===== src/hw/rtl/dsbp_pkg.sv =====
`timescale 1ns / 1ps
// ----------------------------------------------------------------------------
// dsbp_pkg
// shared types, constants and helpers of the desaturate blend pixel placer
// ----------------------------------------------------------------------------
package dsbp_pkg;

    // field widths
    localparam int unsigned CH_W        = 8;
    localparam int unsigned COORD_W     = 12;
    localparam int unsigned SIDE_W      = 13;
    localparam int unsigned PROG_W      = 7;
    localparam int unsigned OFFS_W      = 26;
    localparam int unsigned POS_W       = 14;   // signed placed coordinate
    localparam int unsigned NUM_W       = 15;   // products and gray numerator

    // configuration port
    localparam int unsigned CFG_INDEX_W = 3;
    localparam int unsigned CFG_DATA_W  = 13;

    // limits
    localparam int unsigned MAX_SIDE    = 4096;
    localparam int unsigned PROG_MAX    = 100;

    // luma weights in percent, plus rounding
    localparam int unsigned GRAY_WR     = 30;
    localparam int unsigned GRAY_WG     = 59;
    localparam int unsigned GRAY_WB     = 11;
    localparam int unsigned GRAY_ROUND  = 50;

    // floor(n/100) = (n * 5243) >> 19, exact for n below 43690
    localparam int unsigned RECIP100     = 5243;
    localparam int unsigned RECIP_SHIFT  = 19;
    localparam int unsigned RECIP_PROD_W = 28;

    // register reset values
    localparam int unsigned RST_PROGRESS = 100;
    localparam int unsigned RST_SCREEN_W = 1024;
    localparam int unsigned RST_SCREEN_H = 768;
    localparam int unsigned RST_ICON_W   = 256;
    localparam int unsigned RST_ICON_H   = 256;

    typedef enum logic [CFG_INDEX_W-1:0] {
        REG_BLEND_PROGRESS = 3'd0,
        REG_SCREEN_WIDTH   = 3'd1,
        REG_SCREEN_HEIGHT  = 3'd2,
        REG_ICON_WIDTH     = 3'd3,
        REG_ICON_HEIGHT    = 3'd4
    } cfg_reg_t;

    typedef struct packed {
        logic [CH_W-1:0]    in_red;
        logic [CH_W-1:0]    in_green;
        logic [CH_W-1:0]    in_blue;
        logic [COORD_W-1:0] icon_col;
        logic [COORD_W-1:0] icon_row;
    } pixel_t;

    typedef struct packed {
        logic [OFFS_W-1:0] byte_offset;
        logic [CH_W-1:0]   out_blue;
        logic [CH_W-1:0]   out_green;
        logic [CH_W-1:0]   out_red;
        logic              on_screen;
    } place_t;

    // settings after saturation
    typedef struct packed {
        logic [PROG_W-1:0] blend_progress;
        logic [SIDE_W-1:0] screen_width;
        logic [SIDE_W-1:0] screen_height;
        logic [SIDE_W-1:0] icon_width;
        logic [SIDE_W-1:0] icon_height;
    } cfg_t;

    // per-stage load strobes from the pipeline control
    typedef struct packed {
        logic s1;
        logic s2;
        logic s3;
        logic s4;
    } stage_load_t;

    typedef struct packed {
        logic [CH_W-1:0] blue;
        logic [CH_W-1:0] green;
        logic [CH_W-1:0] red;
    } color_t;

    function automatic logic [CH_W-1:0] div100(input logic [NUM_W-1:0] n);
        logic [RECIP_PROD_W-1:0] prod;
        prod = RECIP_PROD_W'(n) * RECIP_PROD_W'(RECIP100);
        return CH_W'(prod >> RECIP_SHIFT);
    endfunction

endpackage


===== src/hw/rtl/dsbp_cfg.sv =====
`timescale 1ns / 1ps
// ----------------------------------------------------------------------------
// dsbp_cfg
// configuration registers with saturation of progress and sides
// ----------------------------------------------------------------------------
module dsbp_cfg
(
    input  logic                                clk,
    input  logic                                rst_n,
    input  logic                                cfg_write,
    input  logic [dsbp_pkg::CFG_INDEX_W-1:0]    cfg_index,
    input  logic [dsbp_pkg::CFG_DATA_W-1:0]     cfg_data,
    output dsbp_pkg::cfg_t                      cfg
);

    logic [dsbp_pkg::PROG_W-1:0] progress_reg, progress_next;
    logic [dsbp_pkg::SIDE_W-1:0] screen_w_reg, screen_w_next;
    logic [dsbp_pkg::SIDE_W-1:0] screen_h_reg, screen_h_next;
    logic [dsbp_pkg::SIDE_W-1:0] icon_w_reg, icon_w_next;
    logic [dsbp_pkg::SIDE_W-1:0] icon_h_reg, icon_h_next;

    function automatic logic [dsbp_pkg::SIDE_W-1:0] clamp_side(
        input logic [dsbp_pkg::SIDE_W-1:0] v);
        return (32'(v) > dsbp_pkg::MAX_SIDE) ? dsbp_pkg::SIDE_W'(dsbp_pkg::MAX_SIDE) : v;
    endfunction

    always_comb
    begin
        progress_next = progress_reg;
        screen_w_next = screen_w_reg;
        screen_h_next = screen_h_reg;
        icon_w_next   = icon_w_reg;
        icon_h_next   = icon_h_reg;
        if (cfg_write)
        begin
            unique case (cfg_index)
                dsbp_pkg::REG_BLEND_PROGRESS: progress_next = cfg_data[dsbp_pkg::PROG_W-1:0];
                dsbp_pkg::REG_SCREEN_WIDTH:   screen_w_next = cfg_data;
                dsbp_pkg::REG_SCREEN_HEIGHT:  screen_h_next = cfg_data;
                dsbp_pkg::REG_ICON_WIDTH:     icon_w_next   = cfg_data;
                dsbp_pkg::REG_ICON_HEIGHT:    icon_h_next   = cfg_data;
                default:                      ;  // unknown index, write dropped
            endcase
        end
    end

    always_ff @(posedge clk or negedge rst_n)
    begin
        if (!rst_n)
        begin
            progress_reg <= dsbp_pkg::PROG_W'(dsbp_pkg::RST_PROGRESS);
            screen_w_reg <= dsbp_pkg::SIDE_W'(dsbp_pkg::RST_SCREEN_W);
            screen_h_reg <= dsbp_pkg::SIDE_W'(dsbp_pkg::RST_SCREEN_H);
            icon_w_reg   <= dsbp_pkg::SIDE_W'(dsbp_pkg::RST_ICON_W);
            icon_h_reg   <= dsbp_pkg::SIDE_W'(dsbp_pkg::RST_ICON_H);
        end
        else
        begin
            progress_reg <= progress_next;
            screen_w_reg <= screen_w_next;
            screen_h_reg <= screen_h_next;
            icon_w_reg   <= icon_w_next;
            icon_h_reg   <= icon_h_next;
        end
    end

    always_comb
    begin
        cfg.blend_progress = (32'(progress_reg) > dsbp_pkg::PROG_MAX)
                           ? dsbp_pkg::PROG_W'(dsbp_pkg::PROG_MAX) : progress_reg;
        cfg.screen_width   = clamp_side(screen_w_reg);
        cfg.screen_height  = clamp_side(screen_h_reg);
        cfg.icon_width     = clamp_side(icon_w_reg);
        cfg.icon_height    = clamp_side(icon_h_reg);
    end

endmodule


===== src/hw/rtl/dsbp_color.sv =====
`timescale 1ns / 1ps
// ----------------------------------------------------------------------------
// dsbp_color
// four-stage color path: luma gray, then blend of each channel with gray
// ----------------------------------------------------------------------------
module dsbp_color
(
    input  logic                            clk,
    input  dsbp_pkg::pixel_t                pixel,
    input  logic [dsbp_pkg::PROG_W-1:0]     progress,
    input  dsbp_pkg::stage_load_t           load,
    output dsbp_pkg::color_t                color
);

    // stage 1: gray numerator and c*p products
    logic [dsbp_pkg::NUM_W-1:0] num_reg, num_next;
    logic [dsbp_pkg::NUM_W-1:0] cp_r_reg, cp_r_next;
    logic [dsbp_pkg::NUM_W-1:0] cp_g_reg, cp_g_next;
    logic [dsbp_pkg::NUM_W-1:0] cp_b_reg, cp_b_next;
    // stage 2: gray and c*p/100
    logic [dsbp_pkg::CH_W-1:0]  gray_reg, gray_next;
    logic [dsbp_pkg::CH_W-1:0]  q2_r_reg, q2_r_next;
    logic [dsbp_pkg::CH_W-1:0]  q2_g_reg, q2_g_next;
    logic [dsbp_pkg::CH_W-1:0]  q2_b_reg, q2_b_next;
    // stage 3: gray*(100-p)
    logic [dsbp_pkg::NUM_W-1:0] gn_reg, gn_next;
    logic [dsbp_pkg::CH_W-1:0]  q3_r_reg, q3_r_next;
    logic [dsbp_pkg::CH_W-1:0]  q3_g_reg, q3_g_next;
    logic [dsbp_pkg::CH_W-1:0]  q3_b_reg, q3_b_next;
    // stage 4: blended bytes
    dsbp_pkg::color_t           color_reg, color_next;

    logic [dsbp_pkg::CH_W-1:0]  gray_part;

    always_comb
    begin
        num_next  = dsbp_pkg::NUM_W'(pixel.in_red)   * dsbp_pkg::NUM_W'(dsbp_pkg::GRAY_WR)
                  + dsbp_pkg::NUM_W'(pixel.in_green) * dsbp_pkg::NUM_W'(dsbp_pkg::GRAY_WG)
                  + dsbp_pkg::NUM_W'(pixel.in_blue)  * dsbp_pkg::NUM_W'(dsbp_pkg::GRAY_WB)
                  + dsbp_pkg::NUM_W'(dsbp_pkg::GRAY_ROUND);
        cp_r_next = dsbp_pkg::NUM_W'(pixel.in_red)   * dsbp_pkg::NUM_W'(progress);
        cp_g_next = dsbp_pkg::NUM_W'(pixel.in_green) * dsbp_pkg::NUM_W'(progress);
        cp_b_next = dsbp_pkg::NUM_W'(pixel.in_blue)  * dsbp_pkg::NUM_W'(progress);

        gray_next = dsbp_pkg::div100(num_reg);
        q2_r_next = dsbp_pkg::div100(cp_r_reg);
        q2_g_next = dsbp_pkg::div100(cp_g_reg);
        q2_b_next = dsbp_pkg::div100(cp_b_reg);

        gn_next   = dsbp_pkg::NUM_W'(gray_reg)
                  * (dsbp_pkg::NUM_W'(dsbp_pkg::PROG_MAX) - dsbp_pkg::NUM_W'(progress));
        q3_r_next = q2_r_reg;
        q3_g_next = q2_g_reg;
        q3_b_next = q2_b_reg;

        // each term truncated on its own, sum wraps to a byte
        gray_part        = dsbp_pkg::div100(gn_reg);
        color_next.red   = q3_r_reg + gray_part;
        color_next.green = q3_g_reg + gray_part;
        color_next.blue  = q3_b_reg + gray_part;
    end

    always_ff @(posedge clk)
    begin
        if (load.s1)
        begin
            num_reg  <= num_next;
            cp_r_reg <= cp_r_next;
            cp_g_reg <= cp_g_next;
            cp_b_reg <= cp_b_next;
        end
        if (load.s2)
        begin
            gray_reg <= gray_next;
            q2_r_reg <= q2_r_next;
            q2_g_reg <= q2_g_next;
            q2_b_reg <= q2_b_next;
        end
        if (load.s3)
        begin
            gn_reg   <= gn_next;
            q3_r_reg <= q3_r_next;
            q3_g_reg <= q3_g_next;
            q3_b_reg <= q3_b_next;
        end
        if (load.s4)
        begin
            color_reg <= color_next;
        end
    end

    assign color = color_reg;

endmodule


===== src/hw/rtl/dsbp_place.sv =====
`timescale 1ns / 1ps
// ----------------------------------------------------------------------------
// dsbp_place
// four-stage placement path: centering, bounds check and byte offset
// ----------------------------------------------------------------------------
module dsbp_place
(
    input  logic                                clk,
    input  dsbp_pkg::pixel_t                    pixel,
    input  dsbp_pkg::cfg_t                      cfg,
    input  dsbp_pkg::stage_load_t               load,
    output logic [dsbp_pkg::OFFS_W-1:0]         byte_offset,
    output logic                                on_screen
);

    localparam int unsigned HALF_W = dsbp_pkg::SIDE_W - 1;

    // stage 1: placed position
    logic signed [dsbp_pkg::POS_W-1:0]  x1_reg, x1_next;
    logic signed [dsbp_pkg::POS_W-1:0]  y1_reg, y1_next;
    logic                               in_icon_reg, in_icon_next;
    // stage 2: row base and inside flag
    logic [dsbp_pkg::OFFS_W-1:0]        row_base_reg, row_base_next;
    logic [dsbp_pkg::SIDE_W-1:0]        x2_reg, x2_next;
    logic                               inside2_reg, inside2_next;
    // stage 3: byte offset
    logic [dsbp_pkg::OFFS_W-1:0]        offs3_reg, offs3_next;
    logic                               inside3_reg, inside3_next;
    // stage 4: output
    logic [dsbp_pkg::OFFS_W-1:0]        offs4_reg, offs4_next;
    logic                               inside4_reg, inside4_next;

    logic signed [dsbp_pkg::POS_W-1:0]  off_x, off_y;
    logic [dsbp_pkg::OFFS_W-1:0]        pix_index;

    always_comb
    begin
        // offset = screen/2 - icon/2, may go negative
        off_x = $signed(dsbp_pkg::POS_W'(cfg.screen_width[dsbp_pkg::SIDE_W-1:1]))
              - $signed(dsbp_pkg::POS_W'(cfg.icon_width[dsbp_pkg::SIDE_W-1:1]));
        off_y = $signed(dsbp_pkg::POS_W'(cfg.screen_height[dsbp_pkg::SIDE_W-1:1]))
              - $signed(dsbp_pkg::POS_W'(cfg.icon_height[dsbp_pkg::SIDE_W-1:1]));
        x1_next = $signed(dsbp_pkg::POS_W'(pixel.icon_col)) + off_x;
        y1_next = $signed(dsbp_pkg::POS_W'(pixel.icon_row)) + off_y;
        in_icon_next = (dsbp_pkg::SIDE_W'(pixel.icon_col) < cfg.icon_width)
                    && (dsbp_pkg::SIDE_W'(pixel.icon_row) < cfg.icon_height);

        inside2_next = in_icon_reg
                    && !x1_reg[dsbp_pkg::POS_W-1]
                    && (x1_reg[dsbp_pkg::SIDE_W-1:0] < cfg.screen_width)
                    && !y1_reg[dsbp_pkg::POS_W-1]
                    && (y1_reg[dsbp_pkg::SIDE_W-1:0] < cfg.screen_height);
        row_base_next = dsbp_pkg::OFFS_W'(dsbp_pkg::OFFS_W'(y1_reg[dsbp_pkg::SIDE_W-1:0])
                                          * dsbp_pkg::OFFS_W'(cfg.screen_width));
        x2_next       = x1_reg[dsbp_pkg::SIDE_W-1:0];

        // three bytes per pixel, zero when off screen
        pix_index    = row_base_reg + dsbp_pkg::OFFS_W'(x2_reg);
        offs3_next   = inside2_reg ? (pix_index + (pix_index << 1)) : '0;
        inside3_next = inside2_reg;

        offs4_next   = offs3_reg;
        inside4_next = inside3_reg;
    end

    always_ff @(posedge clk)
    begin
        if (load.s1)
        begin
            x1_reg      <= x1_next;
            y1_reg      <= y1_next;
            in_icon_reg <= in_icon_next;
        end
        if (load.s2)
        begin
            row_base_reg <= row_base_next;
            x2_reg       <= x2_next;
            inside2_reg  <= inside2_next;
        end
        if (load.s3)
        begin
            offs3_reg   <= offs3_next;
            inside3_reg <= inside3_next;
        end
        if (load.s4)
        begin
            offs4_reg   <= offs4_next;
            inside4_reg <= inside4_next;
        end
    end

    assign byte_offset = offs4_reg;
    assign on_screen   = inside4_reg;

    // half-side width must cover the placed coordinate range
    if (HALF_W + 2 > dsbp_pkg::POS_W)
    begin : g_bad_width
        $error("placed coordinate too narrow");
    end

endmodule


===== src/hw/rtl/desaturate_blend_pixel_placer_unit.sv =====
`timescale 1ns / 1ps
// ----------------------------------------------------------------------------
// desaturate_blend_pixel_placer_unit
// desaturating blend of one RGB888 icon pixel, centered into a framebuffer
// ----------------------------------------------------------------------------
// Takes one icon pixel per transaction (red, green, blue with its column and
// row in the icon) and returns one transaction with the framebuffer byte
// offset of its blue byte (three bytes per pixel) and the blended bytes in
// blue, green, red order. Gray is (30R+59G+11B+50)/100; each channel becomes
// c*p/100 + gray*(100-p)/100 with p the progress setting clamped to 100. The
// icon is centered with offset screen/2 - icon/2 per axis; sides above 4096
// are clamped. Pixels outside the icon or the screen come out with on_screen
// low and offset zero, colors still blended. The unit takes a new pixel every
// clock while the input is not stalled; it has four register stages, set by the
// two chained divide-by-100 reciprocal multiplies of the blend and by the
// row-times-width multiply of the address. Each stage loads
// whenever it is empty or the stage after it moves, so bubbles collapse and
// the input keeps flowing while a finished result waits on place_stall; the
// input stalls only when all four stages are full. Settings are written
// through cfg_write/cfg_index/cfg_data and must only change while no pixel is
// in flight; a write to an index past the register list is dropped.
// ----------------------------------------------------------------------------
module desaturate_blend_pixel_placer_unit
(
    input  logic                                clk,
    input  logic                                rst_n,
    // configuration writes
    input  logic                                cfg_write,
    input  logic [dsbp_pkg::CFG_INDEX_W-1:0]    cfg_index,
    input  logic [dsbp_pkg::CFG_DATA_W-1:0]     cfg_data,
    // pixel in
    input  logic                                pixel_valid,
    output logic                                pixel_stall,
    input  dsbp_pkg::pixel_t                    pixel,
    // placed pixel out
    output logic                                place_valid,
    input  logic                                place_stall,
    output dsbp_pkg::place_t                    place
);

    dsbp_pkg::cfg_t         cfg;
    dsbp_pkg::stage_load_t  load;
    dsbp_pkg::color_t       color;
    logic [dsbp_pkg::OFFS_W-1:0] byte_offset;
    logic                   on_screen;

    // stage valid bits travel alongside the datapath registers
    logic s1_valid_reg, s1_valid_next;
    logic s2_valid_reg, s2_valid_next;
    logic s3_valid_reg, s3_valid_next;
    logic s4_valid_reg, s4_valid_next;

    dsbp_cfg u_cfg
    (
        .clk       (clk),
        .rst_n     (rst_n),
        .cfg_write (cfg_write),
        .cfg_index (cfg_index),
        .cfg_data  (cfg_data),
        .cfg       (cfg)
    );

    // a stage loads when it is empty or its contents move on
    always_comb
    begin
        load.s4 = !s4_valid_reg || !place_stall;
        load.s3 = !s3_valid_reg || load.s4;
        load.s2 = !s2_valid_reg || load.s3;
        load.s1 = !s1_valid_reg || load.s2;

        s1_valid_next = load.s1 ? pixel_valid  : s1_valid_reg;
        s2_valid_next = load.s2 ? s1_valid_reg : s2_valid_reg;
        s3_valid_next = load.s3 ? s2_valid_reg : s3_valid_reg;
        s4_valid_next = load.s4 ? s3_valid_reg : s4_valid_reg;
    end

    always_ff @(posedge clk or negedge rst_n)
    begin
        if (!rst_n)
        begin
            s1_valid_reg <= 1'b0;
            s2_valid_reg <= 1'b0;
            s3_valid_reg <= 1'b0;
            s4_valid_reg <= 1'b0;
        end
        else
        begin
            s1_valid_reg <= s1_valid_next;
            s2_valid_reg <= s2_valid_next;
            s3_valid_reg <= s3_valid_next;
            s4_valid_reg <= s4_valid_next;
        end
    end

    dsbp_color u_color
    (
        .clk      (clk),
        .pixel    (pixel),
        .progress (cfg.blend_progress),
        .load     (load),
        .color    (color)
    );

    dsbp_place u_place
    (
        .clk         (clk),
        .pixel       (pixel),
        .cfg         (cfg),
        .load        (load),
        .byte_offset (byte_offset),
        .on_screen   (on_screen)
    );

    assign pixel_stall = !load.s1;
    assign place_valid = s4_valid_reg;

    always_comb
    begin
        place.byte_offset = byte_offset;
        place.out_blue    = color.blue;
        place.out_green   = color.green;
        place.out_red     = color.red;
        place.on_screen   = on_screen;
    end

`ifndef SYNTHESIS
    // input only stalls with every stage full and the output held
    a_stall_only_when_full: assert property (@(posedge clk) disable iff (!rst_n)
        pixel_stall |-> (s1_valid_reg && s2_valid_reg && s3_valid_reg
                         && s4_valid_reg && place_stall))
        else $error("input stalled with room in the pipeline");

    // an accepted pixel lands in the first stage
    a_accept_fills_s1: assert property (@(posedge clk) disable iff (!rst_n)
        (pixel_valid && !pixel_stall) |=> s1_valid_reg)
        else $error("accepted transaction lost at stage 1");

    // a held output keeps the transaction behind it
    a_hold_keeps_s3: assert property (@(posedge clk) disable iff (!rst_n)
        (s4_valid_reg && place_stall && s3_valid_reg) |=> s3_valid_reg)
        else $error("stage 3 dropped while output held");

    // off-screen results carry a zero offset
    a_offscreen_zero: assert property (@(posedge clk) disable iff (!rst_n)
        (place_valid && !place.on_screen) |-> (place.byte_offset == '0))
        else $error("off-screen transaction with nonzero offset");
`endif

endmodule


===== config.mk =====
export PLATFORM = sky130hd
export DESIGN_NAME = desaturate_blend_pixel_placer_unit
export DESIGN_NICKNAME = d
export VERILOG_FILES = /design/src/hw/rtl/dsbp_pkg.sv /design/src/hw/rtl/dsbp_cfg.sv /design/src/hw/rtl/dsbp_color.sv /design/src/hw/rtl/dsbp_place.sv /design/src/hw/rtl/desaturate_blend_pixel_placer_unit.sv
export SDC_FILE = /design/constraint.sdc
export NUM_CORES = 2
export LEC_CHECK = 0
export BUFFER_PORTS_ARGS = -buffer_cell sky130_fd_sc_hd__buf_2
export CAP_MARGIN = 25
export CORE_MARGIN = 1.5
export CORE_UTILIZATION = 66
export DETAILED_ROUTE_END_ITERATION = 12
export PLACE_DENSITY = 0.84
export SETUP_SLACK_MARGIN = 0.1
export SLEW_MARGIN = 20
export SYNTH_ARGS = -nofsm -noshare
export SYNTH_HDL_FRONTEND = slang
export SYNTH_SLANG_ARGS = --single-unit

===== constraint.sdc =====
create_clock -name clk -period 7.5 [get_ports clk]
set_input_delay 1.125 -clock clk [delete_from_list [all_inputs] [get_ports clk]]
set_output_delay 1.125 -clock clk [all_outputs]
set_load 0.02 [all_outputs]

# Word-level counts from Yosys, hierarchy flattened
# Index checks and enable logic that the tools add are counted.
[totals]
ff_bits = 341
out_inout_bits = 53
elab_cells = 101
[op_classes]
add_sub_neg = 13
n_mul = 13
n_lt_le_gt_ge = 9
eq_ne = 4
n_mux = 5
reduce_logical = 23
[op_table]
columns = ["op", "n"]
rows = [
  ["$mul 15x13->27 const B", 5],
  ["$gt 13x13->1 const B", 4],
  ["$mux 13", 4],
  ["$mul 8x7->15", 3],
  ["$add 13x14->14", 2],
  ["$add 26x13->26", 1],
  ["$add 26x26->26", 1],
  ["$lt 12x13->1", 2],
  ["$lt 13x13->1", 2],
  ["$mul 13x13->26", 1],
  ["$sub 12x12->13", 2],
  ["$add 8x8->8", 3],
  ["$mul 8x4->12 const B", 2],
  ["$add 13x14->15", 1],
  ["$add 15x12->15", 1],
  ["$add 15x6->15 const B", 1],
  ["$mul 8x15->15", 1],
  ["$mul 8x6->14 const B", 1],
  ["$reduce_and 2->1", 5],
  ["$logic_not 1->1", 8],
  ["$sub 7x7->8 const A", 1],
  ["$gt 7x7->1 const B", 1],
  ["$mux 7", 1],
  ["$eq 3x2->1 const B", 2],
  ["5 further kinds", 12],
]

# Logic depth before layout (Yosys ltp)
[depth]
ltp_word = 6
mapped_depth = 27
depth_no_buf = 26

# Modules after synthesis
# From an unflattened synthesis, not the netlist that was laid out.
[unflattened]
hier_cells = 4818
hier_area_um2 = 49754.0
[modules_own_cells]
columns = ["module", "n_inst", "cells_each", "area_per_inst_um2", "seq_area_each_um2"]
rows = [
  ["dsbp_color", 1, 3158, 32737.6, 4654.5],
  ["dsbp_place", 1, 1452, 14181.1, 3693.5],
  ["dsbp_cfg", 1, 193, 2660.1, 1486.4],
  ["desaturate_blend_pixel_placer_unit", 1, 15, 175.2, 100.1],
]

# Worst setup path before layout
# No wires, ideal clock.
[synth_timing]
path_kind = "in2reg"
start = "in pixel[40] (netlist bit)"
end = "reg u_color.num_reg[13] (netlist bit), data pin"
setup_ns = 0.266
arrival_ns = 6.208
path_slack_ns = 1.026
path_stages = 19
n_path_buf = 0
path_cell_list = "fa_1 -> inv_1 -> fa_1 -> inv_1 -> fa_1 -> xor2_1 -> fa_1 -> fa_1 -> inv_1 -> fa_1 -> inv_1 -> fa_1 -> ha_1 -> nor2b_1 -> o21ai_0 -> a21oi_1 -> a41o_1 -> o41ai_1 -> xnor2_1"
[synth_via]
elab_chain_cells = 4
[synth_rtl]
columns = ["item", "line_no", "source"]
rows = [
  ["from (decl)", "desaturate_blend_pixel_placer_unit.sv:34", "input dsbp_pkg::pixel_t pixel,"],
  ["$mul 8x4->12", "dsbp_color.sv:37", "num_next = dsbp_pkg::NUM_W'(pixel.in_red) * dsbp_pkg::NUM_W'(dsbp_pkg::GRAY_WR)"],
  ["$add 13x14->15", "dsbp_color.sv:38", "+ dsbp_pkg::NUM_W'(pixel.in_green) * dsbp_pkg::NUM_W'(dsbp_pkg::GRAY_WG)"],
  ["$add 15x12->15", "dsbp_color.sv:39", "+ dsbp_pkg::NUM_W'(pixel.in_blue) * dsbp_pkg::NUM_W'(dsbp_pkg::GRAY_WB)"],
  ["$add 15x6->15", "dsbp_color.sv:40", "+ dsbp_pkg::NUM_W'(dsbp_pkg::GRAY_ROUND);"],
  ["net u_color.num_next, one bit", "dsbp_color.sv:16", "logic [dsbp_pkg::NUM_W-1:0] num_reg, num_next;"],
  ["to (signal assigned)", "dsbp_color.sv:67", "num_reg <= num_next;"],
  ["to (decl)", "dsbp_color.sv:16", ""],
]
# The timed path passes the listed nets, and every way through them passes these cells.
# A chain may end at the register's enable or synchronous reset.

==> impl_metrics.py <==
metrics = {
    "routing": {
        "wire_per_inst_um": 17.2,
        "via_count": 33678,
        "route.detailed.drc": 0,
        "postRouteAntennaNets": 0,
        "routed_wirelength_mm": 104,
        "drt-vias-per-instance": 5.59,
        "drtPass1Iterations": 6,
        "drt-initial-drc-count": 1926,
    },
    "worst_setup_path": {
        "startpoint": "u_color.gn_reg[11]$_DFFE_PP_",
        "crit_path_end_kind": "register",
        "setup.worst_path.end": "u_color.color[23]$_DFFE_PP_",
        "r2r_end": "u_color.color[23]$_DFFE_PP_",
        "r2r_cells": 25,
        "r2r_setup_slack_ns": 0.81,
        "arrival_ns": 7.03,
        "crit_path_max_fanout": 6,
        "r2r_start": "u_color.gn_reg[11]$_DFFE_PP_",
        "critPathLaunchType": "register",
        "critPathKind": "register to register",
        "worstPathRequired_ns": 7.84,
    },
    "cells_and_area": {
        "synthToLayoutAreaGrowth_pct": 6.65,
        "finalNonFillerCells": 6024,
        "fillers": 5126,
        "multi_input_area_um2": 35400,
        "regArea_um2": 9930,
        "layout.nets": 6663,
        "fin_util_pct": 71.3,
        "n_antenna_cell": 0,
        "drive_above_1_share_pct": 6.43,
        "final_area_um2": 53200,
    },
    "timing": {
        "fmax_mhz": 149,
        "finalClockSkew_ns": 0.0306,
        "slew_headroom_pct": 31.2,
        "worst_pin_slew_ns": 1.03,
        "finalSetupViolCount": 0,
        "fin_crit_sh_pct": 89.2,
        "finalCriticalPeriod_ns": 6.69,
        "fin_tns_setup_ns": 0,
        "drv_slew": 0,
        "hold_viol": 0,
        "rsz0062_at_grt": "false",
    },
    "clock_tree": {
        "cts.sinks": 341,
        "clk_pin_slew_ns": 0.07,
        "post_cts_buffers": 0,
        "cts_tree": "built",
        "postCtsHoldBufs": 0,
        "clkLatencyLatePin_ns": 0.60,
        "clockBufferDepth": 3,
        "h-tree-depth": 2,
        "cts_made_buffers": 43,
        "postCtsResizedCells": 0,
        "cts_root_buf": "clkbuf_16",
    },
    "die": {
        "die_h_um": 278,
        "initial_core_util_pct": 66.9,
        "ios": 122,
        "row_count": 100,
        "die_w_um": 278,
        "fp.coreArea_um2": 74600,
        "die_area_um2": 77200,
    },
    "yosys": {
        "async_flop_share_pct": 18.5,
        "synth_common_cells": "inv_1, ha_1, fa_1",
        "yosysUniqueCellTypes": 78,
        "synthCells": 4871,
        "synth_top_area_cell": "fa_1",
        "yosysMostFrequentCell": "inv_1",
        "synthTopCellsByArea": "fa_1, ha_1, edfxtp_1",
        "yosysTopAreaCellShare_pct": 27.0,
        "ys_warn_count": 0,
        "ys.flop_type": "edfxtp_1",
        "yosys_register_bits": 341,
        "seq_area_frac_synth_pct": 19.9,
        "netlist_area_um2": 49900,
        "synth-edff-count": 278,
        "syn_avg_cell_area_um2": 10.2,
    },
    "grt": {
        "grt_pass1_vias": 35513,
        "grt_max_degree": 74,
        "overflow": 0,
        "antenna_found_initial": 1,
        "grt_pass1_wl_mm": 173,
        "gr-usage-all-layers_pct": 27.8,
    },
    "placement": {
        "port_buffers": 121,
        "place_hpwl_mm": 86.5,
        "place_area_um2": 51700,
        "gp_congestion": 0.919,
        "placedCellCount": 5940,
    },
    "outcome": {
        "status": "complete, no violations",
    },
    "worst_hold_path": {
        "hold_path_class": "register to register",
        "min_path_cells": 0,
    },
    "run": {
        "cap_violations": 0,
    },
}
per-layer routing:
layer / track usage, % / share of wire, % / vias up
li1: - / - / 15914
met4: 7.02 / 2.2 / 2
met1: 38.0 / 44 / 16676
met5: 0 / 0.013 / -
met3: 3.92 / 6.2 / 172
met2: 47.0 / 48 / 914
metrics by stage:
stage               hold slack [ns]  worst slack, ns
floorplan                     0.400             1.03
global placement              0.402            0.532
detailed placement            0.405            0.385
CTS                           0.409            0.788
global route                  0.419            0.211
finish                        0.407            0.808
cell families after synthesis:
logic type | count (synthesis) | share of synthesized area [%]
flops | 341 | 19.9
mux | 60 | 1.34
buf+inv | 1226 | 9.23
simple gates | 950 | 9.32
other cells | 2 | 0.0151
compound gates | 480 | 6.36
xor+xnor | 238 | 4.21
fa+ha+maj | 1574 | 49.6
critical path, cell delays in order (launching register included):
cell	delay, ns
edfxtp_1	0.53
ha_1	0.37
inv_1	0.06
fa_1	0.50
inv_1	0.05
fa_1	0.47
fa_1	0.50
inv_1	0.06
fa_1	0.52
inv_1	0.04
ha_1	0.34
a21oi_1	0.17
nand3_1	0.09
a32oi_1	0.36
a21oi_1	0.12
o21a_1	0.20
a21oi_1	0.18
xnor2_1	0.36
ha_1	0.36
a21o_1	0.15
a21oi_1	0.21
o21bai_1	0.08
a21oi_1	0.23
o21ai_0	0.16
xor2_1	0.18
xnor2_1	0.14
placed cells by master, fill, tap and decap left out, types with 21 or more instances in the layout:
master	n
edfxtp_1	278
nand3_1	51
a21oi_1	151
clkbuf_16	45
nor2_1	153
ha_1	901
fa_1	673
xnor2_1	175
o21ai_0	70
buf_2	122
xor2_1	62
inv_1	1162
and2_1	189
nor3_1	44
nor2b_1	49
buf_4	25
mux2_2	55
nand2b_1	21
nand2_1	336
dfrtp_1	55
a21o_1	57
o21a_1	29
worst min path at each step:
| stage | start | to | slack [ns] |
|---|---|---|---|
| after CTS | u_place.offs3_reg[15]$_SDFFCE_PN0P_ | u_place.byte_offset[15]$_DFFE_PP_ | 0.41 |
| after global routing | u_place.offs3_reg[7]$_SDFFCE_PN0P_ | u_place.byte_offset[7]$_DFFE_PP_ | 0.42 |
| after floorplan | u_color.q2_b_reg[0]$_DFFE_PP_ | u_color.q3_b_reg[0]$_DFFE_PP_ | 0.40 |
| after global placement | u_place.offs3_reg[25]$_SDFFCE_PN0P_ | u_place.byte_offset[25]$_DFFE_PP_ | 0.40 |
| final | u_place.offs3_reg[15]$_SDFFCE_PN0P_ | u_place.byte_offset[15]$_DFFE_PP_ | 0.41 |
| after detailed placement | u_color.q2_b_reg[6]$_DFFE_PP_ | u_color.q3_b_reg[6]$_DFFE_PP_ | 0.40 |
cell type report:
class / count / area share, %
Multi-Input combinational cell: 3322 / 66.6
Timing Repair Buffer: 148 / 1.51
Tap cell: 969 / 2.28
Clock buffer: 50 / 2.19
Clock inverter: 30 / 0.506
Inverter: 1164 / 8.21
Sequential cell: 341 / 18.7
Power is left out: the tool's default activity adds up to more than one toggle a clock period on the data nets, which glitch-free logic cannot reach.
